`src/distance_vector_route_table_unit_macros.svh`:
```
// ----------------------------------------------------------------------------
// Assertion macros
// Shared concurrent assertion helpers for the route table unit.
// ----------------------------------------------------------------------------
`ifndef DISTANCE_VECTOR_ROUTE_TABLE_UNIT_MACROS_SVH
`define DISTANCE_VECTOR_ROUTE_TABLE_UNIT_MACROS_SVH

`ifndef ASSERT_OFF
`define DVRT_ASSERT(lbl, clk, rstn, prop, msg) \
  lbl: assert property (@(posedge clk) disable iff (!rstn) (prop)) else $error(msg);
`define DVRT_ASSERT_NEXT(lbl, clk, rstn, ante, cons, msg) \
  lbl: assert property (@(posedge clk) disable iff (!rstn) (ante) |=> (cons)) else $error(msg);
`else
`define DVRT_ASSERT(lbl, clk, rstn, prop, msg)
`define DVRT_ASSERT_NEXT(lbl, clk, rstn, ante, cons, msg)
`endif

`endif

```
`src/dvrt_pkg.sv`:
```
// ----------------------------------------------------------------------------
// dvrt_pkg
// Types and constants shared by the route table controller and datapath.
// ----------------------------------------------------------------------------
`default_nettype none

package dvrt_pkg;

  localparam int unsigned HOP_W = 8;
  localparam int unsigned CFG_IDX_W = 2;
  localparam int unsigned CFG_DATA_W = 16;

  localparam logic [4:0]  NODE_COUNT_RST = 5'd16;
  localparam logic [15:0] NO_LINK_RST    = 16'd999;

  localparam logic [CFG_IDX_W-1:0] REG_NODE_COUNT = 2'd0;
  localparam logic [CFG_IDX_W-1:0] REG_NO_LINK    = 2'd1;

  typedef enum logic [1:0] {
    CMD_LOAD  = 2'd0,
    CMD_RUN   = 2'd1,
    CMD_QUERY = 2'd2
  } cmd_e;

  typedef struct packed {
    logic [1:0]  command;
    logic [3:0]  src_node;
    logic [3:0]  dst_node;
    logic [15:0] link_cost;
  } in_item_t;

  typedef struct packed {
    logic [15:0] path_cost;
    logic [7:0]  hop_count;
    logic        is_done_marker;
  } out_item_t;

  typedef struct packed {
    logic capture;
    logic run_start;
    logic load_wr;
    logic q_rd;
    logic ij_rd;
    logic best_init;
    logic k_step;
    logic ij_wr;
    logic out_query;
    logic out_done;
  } dp_cmd_t;

  typedef struct packed {
    logic n_zero;
    logic k_last;
    logic ij_last;
    logic out_free;
  } dp_sts_t;

endpackage

`default_nettype wire

```
`src/dvrt_ctrl.sv`:
```
// ----------------------------------------------------------------------------
// dvrt_ctrl
// Command sequencer: load, query and the pass/row/column/intermediate
// relaxation loop.
// ----------------------------------------------------------------------------
`default_nettype none
`include "distance_vector_route_table_unit_macros.svh"

module dvrt_ctrl (
  input  wire logic              clk_i,
  input  wire logic              rst_ni,
  input  wire logic              in_valid_i,
  output logic                   in_ready_o,
  input  wire logic [1:0]        command_i,
  output dvrt_pkg::dp_cmd_t      cmd_o,
  input  wire dvrt_pkg::dp_sts_t sts_i
);

  typedef enum logic [3:0] {
    ST_IDLE,
    ST_LOAD,
    ST_QRD,
    ST_QOUT,
    ST_IJ,
    ST_INIT,
    ST_K,
    ST_CMP,
    ST_WR,
    ST_DONE
  } state_e;

  state_e state_q, state_d;

  assign in_ready_o = (state_q == ST_IDLE);

  always_comb begin
    state_d = state_q;
    cmd_o   = '0;
    case (state_q)
      ST_IDLE: begin
        if (in_valid_i) begin
          cmd_o.capture = 1'b1;
          case (command_i)
            dvrt_pkg::CMD_LOAD: state_d = ST_LOAD;
            dvrt_pkg::CMD_RUN: begin
              cmd_o.run_start = 1'b1;
              state_d = sts_i.n_zero ? ST_DONE : ST_IJ;
            end
            dvrt_pkg::CMD_QUERY: state_d = ST_QRD;
            default: state_d = ST_IDLE;
          endcase
        end
      end
      ST_LOAD: begin
        cmd_o.load_wr = 1'b1;
        state_d = ST_IDLE;
      end
      ST_QRD: begin
        cmd_o.q_rd = 1'b1;
        state_d = ST_QOUT;
      end
      ST_QOUT: begin
        if (sts_i.out_free) begin
          cmd_o.out_query = 1'b1;
          state_d = ST_IDLE;
        end
      end
      ST_IJ: begin
        cmd_o.ij_rd = 1'b1;
        state_d = ST_INIT;
      end
      ST_INIT: begin
        cmd_o.best_init = 1'b1;
        state_d = ST_K;
      end
      ST_K: begin
        cmd_o.k_step = 1'b1;
        if (sts_i.k_last) begin
          state_d = ST_CMP;
        end
      end
      ST_CMP: state_d = ST_WR;
      ST_WR: begin
        cmd_o.ij_wr = 1'b1;
        state_d = sts_i.ij_last ? ST_DONE : ST_IJ;
      end
      ST_DONE: begin
        if (sts_i.out_free) begin
          cmd_o.out_done = 1'b1;
          state_d = ST_IDLE;
        end
      end
      default: state_d = ST_IDLE;
    endcase
  end

  always_ff @(posedge clk_i or negedge rst_ni) begin
    if (!rst_ni) begin
      state_q <= ST_IDLE;
    end else begin
      state_q <= state_d;
    end
  end

  `DVRT_ASSERT(a_mem_access_onehot, clk_i, rst_ni, $onehot0({cmd_o.load_wr, cmd_o.q_rd, cmd_o.ij_rd, cmd_o.k_step, cmd_o.ij_wr}), "overlapping table accesses")
  `DVRT_ASSERT_NEXT(a_k_stops, clk_i, rst_ni, cmd_o.k_step && sts_i.k_last, !cmd_o.k_step, "intermediate loop overran")
  `DVRT_ASSERT_NEXT(a_init_after_read, clk_i, rst_ni, cmd_o.ij_rd, cmd_o.best_init, "minimum not seeded after entry read")
  `DVRT_ASSERT(a_result_slot_free, clk_i, rst_ni, !(cmd_o.out_query || cmd_o.out_done) || sts_i.out_free, "result register overwritten")

endmodule

`default_nettype wire

```
`config.mk`:
```
export PLATFORM = sky130hd
export DESIGN_NAME = dvrt_ctrl
export DESIGN_NICKNAME = d
export VERILOG_FILES = /design/src/dvrt_pkg.sv /design/src/dvrt_ctrl.sv
export VERILOG_INCLUDE_DIRS = /design/src /design/src/src
export SDC_FILE = /design/constraint.sdc
export NUM_CORES = 1
export LEC_CHECK = 0
export ABC_AREA = 1
export BUFFER_PORTS_ARGS = -buffer_cell sky130_fd_sc_hd__buf_2
export CAP_MARGIN = 20
export CORE_AREA = 2 2 39 41
export DETAILED_ROUTE_END_ITERATION = 7
export DIE_AREA = 0 0 41 43
export GPL_TIMING_DRIVEN = 0
export SLEW_MARGIN = 40
export SYNTH_ARGS = -nofsm -noshare
export SYNTH_HDL_FRONTEND = slang
export SYNTH_SLANG_ARGS = --single-unit
```
`constraint.sdc`:
```
create_clock -name clk_i -period 1.2 [get_ports clk_i]
set_input_delay 0.12 -clock clk_i [delete_from_list [all_inputs] [get_ports clk_i]]
set_output_delay 0.12 -clock clk_i [all_outputs]
set_load 0.005 [all_outputs]
```
==> results.txt, run 1 <==
The number of nets in the final layout came out at 122. TritonCTS built the clock tree. The full die area is 1760 um^2. The via count of the first global-routing pass is 466. The number of hold-slack violations in the final timing report came out at 0. The final number of setup-violating endpoints came out at 14.

The tree is rooted in a sky130_fd_sc_hd__clkbuf_4. The total power density per cell area came out at 2250 nW/um^2. The run finished, with violations left. The tightest hold path in the finished design has a slack of 0.188 ns.

In this run the remaining antenna-violating nets after routing total 0. The clock latency on the worst-skew pair came out at 0.24 ns. The synthesized area per cell is 5.57 um^2. The worst path setup slack after routing came out at -0.113 ns. The starting density of the core is 31.0%. The peak fanout along the critical path came out at 6. The final reports fail on setup timing.

The detailed-route wire length is 1260 um. The net count after synthesis is 86. The internal reg-to-reg setup slack came out at -0.05 ns. The placed wire-length estimate after detailed placement is 857 um.

The fraction of the cycle the final worst path needs came out at 109%. The number of antenna diodes in the final layout is 0. The number of max-cap violations came out at 0.

Setup repair after global routing could not meet its margin everywhere. In the final layout, the registers with the most flip-flops are state_q x4. The number of antenna violations at the first check in global routing came out at 0. After detailed routing, the number of remaining DRC violations is 0.

The warning count from the yosys run is 0. Routed signal wires occupy layers up through met4. The leakage power came out at 0.444 nW. Synthesis inferred 4 register bits.

The maximum number of pins on one net before global-route repair came out at 7. Counting distinct cell types in the post-synthesis netlist gives 14. Across all layers, the routed design uses 573 vias. The top-level I/O count is 20.

The final estimated routing congestion in global placement came out at 0.842. The number of detailed-routing iterations run before antenna repair came out at 4. Yosys attributes the largest share of cell area to sky130_fd_sc_hd__dfrtp_1 (23%), sky130_fd_sc_hd__nand2_1 (17%), sky130_fd_sc_hd__nand3_1 (12%). The clock-pin slew reported for the worst setup and hold paths after clock tree synthesis came out at 0.04 ns.

The register with the most flip-flops in the final layout is state_q. At the pin with the least slew margin, the transition time is 0.187 ns. For the worst setup path, the data arrival time is 1.19 ns.

For the final database, setup skew stands at 0.00160 ns. For the worst setup path, the data required time is 1.08 ns. The number of core rows is 14.

After detailed routing, the wire length on met1 is 511 um. Headroom to the max-slew limit came out at 87.5%. The top cell type's share of synthesized area came out at 23.3%. In the final routed layout, each cell accounts on average for 9.93 um. Counting along the longest clock path gives a buffer depth of 2. The highest attainable clock frequency is 762 MHz.

STA classifies the critical path startpoint as a register. The shortest clock period the worst path allows after layout came out at 1.31 ns. Counting the buffers created by CTS gives 3. The met3 routed wirelength is 86 um. The wire length of the first global-routing pass is 1730 um. The clock drives 4 sinks. The core region is 1380 um^2. The total track usage came out at 14.0%. The per-cell via count in the routed design came out at 4.51. Of all cell types, the one taking the most synthesized area is sky130_fd_sc_hd__dfrtp_1. The number of levels the H-tree was split into came out at 1.

The count of input and output buffers came out at 19. The post-synthesis cell count came out at 77. By startpoint and endpoint, the worst setup path is classified as reg2out. Summed over all failing endpoints, the final setup total negative slack is -0.743 ns. The post-synth design cell area came out at 429 um^2. The register with the most flip-flops in the layout has 4 of them. Relative to the synthesized area, the layout overhead comes to 75.2%. Of the synthesized area, sequential elements account for 23.3%. The DRC marker count from the first detailed-route iteration came out at 22. The length of routed met2 wiring is 641 um. The vertical die dimension is 43 um. The die boundary width is 41 um.

After global routing the overflow that remains totals 0. The count of pins over their slew limit is 0. The worst hold path class is in2reg. STA classifies the critical path endpoint as an output port. The highest ir drop seen on vdd is 0.000964 V.

The layout cell share with drive strength beyond 1 is 62.2%. The overall power came out at 1.69 mW.
## timing repair
| action | in CTS | in global routing |
|---|---|---|
| hold buffers | 1 | 0 |
| gates resized for setup | 19 | 12 |
| buffers inserted | 10 | 1 |
| hold endpoints to repair | 4 | 0 |
| pin swaps | 9 | 7 |
| setup endpoints to repair | 15 | 15 |
| cloned | 0 | 0 |
## power by group
group	switching [mW]	internal, mW
Clock	0.0578	0.112
Combinational	0.621	0.574
Sequential	0.129	0.200
Total	0.808	0.887
## logic make-up after synthesis
group / synth area share [%]
flops: 23.3
compound gates: 2.33
buf+inv: 13.1
simple gates: 61.2
## critical path, cell delays in order, from the launching register on
cell and delay (ns):
sky130_fd_sc_hd__dfrtp_2 0.47, sky130_fd_sc_hd__nor2_4 0.18, sky130_fd_sc_hd__nand2_4 0.09, sky130_fd_sc_hd__nor3_2 0.10
sky130_fd_sc_hd__buf_2 0.13
## per-stage QoR
stage / setup slack (ns) / utilization (%) / std cells / area (um^2)
after global placement: -0.0384 / 39.3 / 112 / 544
after detailed placement: -0.0509 / 39.3 / 112 / 544
after CTS: -0.132 / 51.2 / 126 / 708
final: -0.113 / 54.3 / 127 / 752
after floorplan: 0.122 / - / 77 / 429
after global routing: -0.161 / 54.3 / 127 / 752
## placed cells by master, fill, tap and decap left out, types with 4 or more instances in the layout
| cell type | instances |
|---|---|
| sky130_fd_sc_hd__inv_1 | 7 |
| sky130_fd_sc_hd__inv_2 | 8 |
| sky130_fd_sc_hd__dfrtp_2 | 4 |
| sky130_fd_sc_hd__nand3_1 | 7 |
| sky130_fd_sc_hd__buf_4 | 9 |
| sky130_fd_sc_hd__nand2_1 | 14 |
| sky130_fd_sc_hd__buf_2 | 19 |
| sky130_fd_sc_hd__nor3_2 | 4 |
| sky130_fd_sc_hd__nand2_2 | 7 |
| sky130_fd_sc_hd__nand3_2 | 4 |
| sky130_fd_sc_hd__nor2_4 | 4 |
| sky130_fd_sc_hd__nor2_1 | 10 |
## worst paths after layout
check | start | endpoint | cells after the start
max in group asynchronous | rst_ni | state_q[0] | 2
min in group asynchronous | rst_ni | state_q[1] | 2
max | state_q[3] | cmd_o[8] | 4
min | sts_i[2] | state_q[2] | 4
max reg2reg | state_q[0] | state_q[2] | 7
min reg2reg | state_q[0] | state_q[2] | 3
## cell type report
cell class,count,area [um^2]
clock buffer,3,22.5
tap,16,20.0
fill,140,632
timing repair buffer,31,195
multi-input combinational,58,353
sequential,4,105
inverter,15,56.3
## per-layer routing
metal	global-route usage (%)	up-vias
li1	-	304
met1	16.9	240
met2	23.4	27
met3	4.71	2
met4	2.00	0
met5	0	-
## cells in the mapped netlist, drive strengths merged
| cell | count |
|---|---|
| nand3 | 11 |
| inv | 15 |
| dfrtp | 4 |
| nand3b | 1 |
| nor2 | 17 |
| o21ai | 2 |
| nand2 | 23 |
| nor3 | 4 |
Note: power is estimated with default switching activity, not from simulation.
==> inputs of run 2 (changes only) <==
--- a/config.mk
+++ b/config.mk
@@ -13,6 +13,7 @@
 export DETAILED_ROUTE_END_ITERATION = 7
 export DIE_AREA = 0 0 41 43
 export GPL_TIMING_DRIVEN = 0
+export RECOVER_POWER = 50
 export SLEW_MARGIN = 40
 export SYNTH_ARGS = -nofsm -noshare
 export SYNTH_HDL_FRONTEND = slang
==> results.txt, run 2 (synthesized netlist as in run 1, its figures left out) <==
The shortest clock period the worst path allows after layout came out at 1.31 ns. Setup repair after global routing could not meet its margin everywhere. The leading cell type in the layout, fill and taps excluded is sky130_fd_sc_hd__buf_2. The largest buffer count on any clock path is 2. The library cells used most frequently in the layout, excluding fill and tap cells, are sky130_fd_sc_hd__buf_2 (18), sky130_fd_sc_hd__nand2_1 (14), sky130_fd_sc_hd__nor2_1 (10). The repair_antennas step left the layout with diodes totalling 0. The highest attainable clock frequency is 762 MHz. The number of hold-slack violations in the final timing report came out at 0.

Data on the critical path arrives at its endpoint at 1.19 ns. The peak fanout along the critical path is 6. Dividing the final minimum period by the clock period gives 109%.

The count of pins over their slew limit came to 0. The first global-routing pass estimated 1730 um of wire. The largest registers in the layout are state_q x4. The total power density per cell area came out at 2260 nW/um^2. The layout cell share with drive strength beyond 1 is 61.3%. The slew at the pin closest to its max-slew limit came out at 0.203 ns. Clock skew on the completed layout was measured at 0.00200 ns. Across the run, the number of max-cap violations was 0. Global routing finished with a remaining overflow of 0. The instance count after placement with tap cells included came out at 112. The headroom to the max-slew limit is 86.4%. After detailed routing, the number of vias per cell comes to 4.55.

The TritonCTS clock tree is built. The highest ir drop seen on vdd came out at 0.000964 V. The placed wire-length estimate after detailed placement came out at 857 um. The vertical die dimension is 43 um. The clock latency on the worst-skew pair is 0.24 ns. The DRC marker count from the first detailed-route iteration is 22. The first TritonRoute pass finished after 4 iterations. The flip-flop count of the largest register, all copies and words added is 4.

The number of antenna violations at the first check in global routing came out at 0. STA classifies the critical path endpoint as an output port. Global routing consumed, over all layers together, 14.0% of the routing resources. At the end of the flow, the number of nets in the layout was 122. The worst setup path is launched from a register.

The final reports fail on setup timing. The register with the most flip-flops in the final layout is state_q. The number of inserted filler cells in the final layout came out at 141.

Row generation in the floorplan step produced 14 rows. The multi-input combinational cells in the finished layout cover a total of 353 um^2. The final non-filler cell total is 127.

The detailed-route DRC error count came out at 0. The final number of setup-violating endpoints is 14. STA puts the critical path data required time at 1.08 ns.

The run finished, with violations left. The maximum number of pins on one net before global-route repair is 7. The setup check on the worst reg-to-reg path leaves a slack of -0.05 ns. 20 I/O pins were placed.

The worst hold slack across all endpoints is 0.191 ns. Clock tree synthesis selected as its root buffer the cell sky130_fd_sc_hd__clkbuf_4. The antenna violation net count after detailed routing came out at 0. The detailed-route wire length is 1250 um. After layout, the worst setup slack is -0.112 ns. The full die area came out at 1760 um^2. The starting density of the core came out at 31.0%. The routed layout has 578 vias.

In this run the worst hold path is classified as in2reg. The layout overhead on the synthesized area came out at 74.9%. The average detailed-routed wire length per instance came out at 9.87 um. The die is 41 um wide. The leakage power is 0.441 nW. In this run the number of H-tree levels came out at 1. The placeable core region is 1380 um^2.

The final estimated routing congestion in global placement came out at 0.842. After clock tree synthesis, the clock-pin slew on the worst setup and hold paths is 0.04 ns. The area of all sequential standard cells is 105 um^2. The number of buffers created by CTS came out at 3. For this design, the sink count on the clock tree is 4. The category of the most critical setup path is reg2out. The via count of the first global-routing pass was 466.

Input and output buffers added on the ports amount to 19.
[run 2: cell count changes in the layout (fill, tap and decap cells not counted)]
cell	before	now
sky130_fd_sc_hd__clkbuf_1	0	1
sky130_fd_sc_hd__buf_2	19	18
[run 2: worst paths after layout]
path / end / depth (start not counted) / from
max: cmd_o[8] / 4 / state_q[3]
min: state_q[2] / 4 / sts_i[2]
max reg2reg: state_q[2] / 7 / state_q[0]
min reg2reg: state_q[2] / 3 / state_q[0]
max in group asynchronous: state_q[2] / 2 / rst_ni
min in group asynchronous: state_q[3] / 2 / rst_ni
[run 2: cell type report]
cell class / instances / area share (%)
multi-input cells: 58 / 47.0
inverters: 15 / 7.50
flip-flops and latches: 4 / 14.0
well taps: 16 / 2.67
repair buffers: 31 / 25.8
clock buffers: 3 / 3.00
[run 2: timing repair]
item / 4_1_cts / 5_1_grt
resized for setup: 19 / 12
hold buffers: 1 / 0
pin swaps: 9 / 7
buffers inserted: 10 / 1
setup endpoints to repair: 15 / 15
hold endpoints to repair: 4 / 0
[run 2: layer usage]
layer	global-route usage, %	share of wire (%)	vias up
li1	-	-	304
met1	16.9	40	239
met2	23.4	51	31
met3	4.71	6.9	4
met4	2.00	2.0	0
met5	0	0	-
[run 2: metrics by stage]
stage | setup TNS (ns) | total power [mW] | utilization, % | instance area, um^2 | setup slack [ns]
2_1_floorplan | 0 | 0.782 | - | 429 | 0.122
3_3_place_gp | -0.0895 | 0.998 | 39.3 | 544 | -0.0384
3_5_place_dp | -0.156 | 1.01 | 39.3 | 544 | -0.0509
4_1_cts | -0.745 | 1.55 | 51.2 | 708 | -0.132
5_1_grt | -1.76 | 1.85 | 54.2 | 751 | -0.161
6_report | -0.734 | 1.69 | 54.2 | 751 | -0.112
[run 2: worst max-delay path, cell delays in order (launching register included)]
cell	delay, ns
sky130_fd_sc_hd__dfrtp_2	0.47
sky130_fd_sc_hd__nor2_4	0.18
sky130_fd_sc_hd__nand2_4	0.09
sky130_fd_sc_hd__nor3_2	0.10
sky130_fd_sc_hd__buf_2	0.13
[run 2: report_power, final]
part | leakage [nW] | switching [mW] | internal (mW)
Combinational | 0.381 | 0.621 | 0.574
Sequential | 0.0468 | 0.129 | 0.200
Clock | 0.0138 | 0.0570 | 0.112
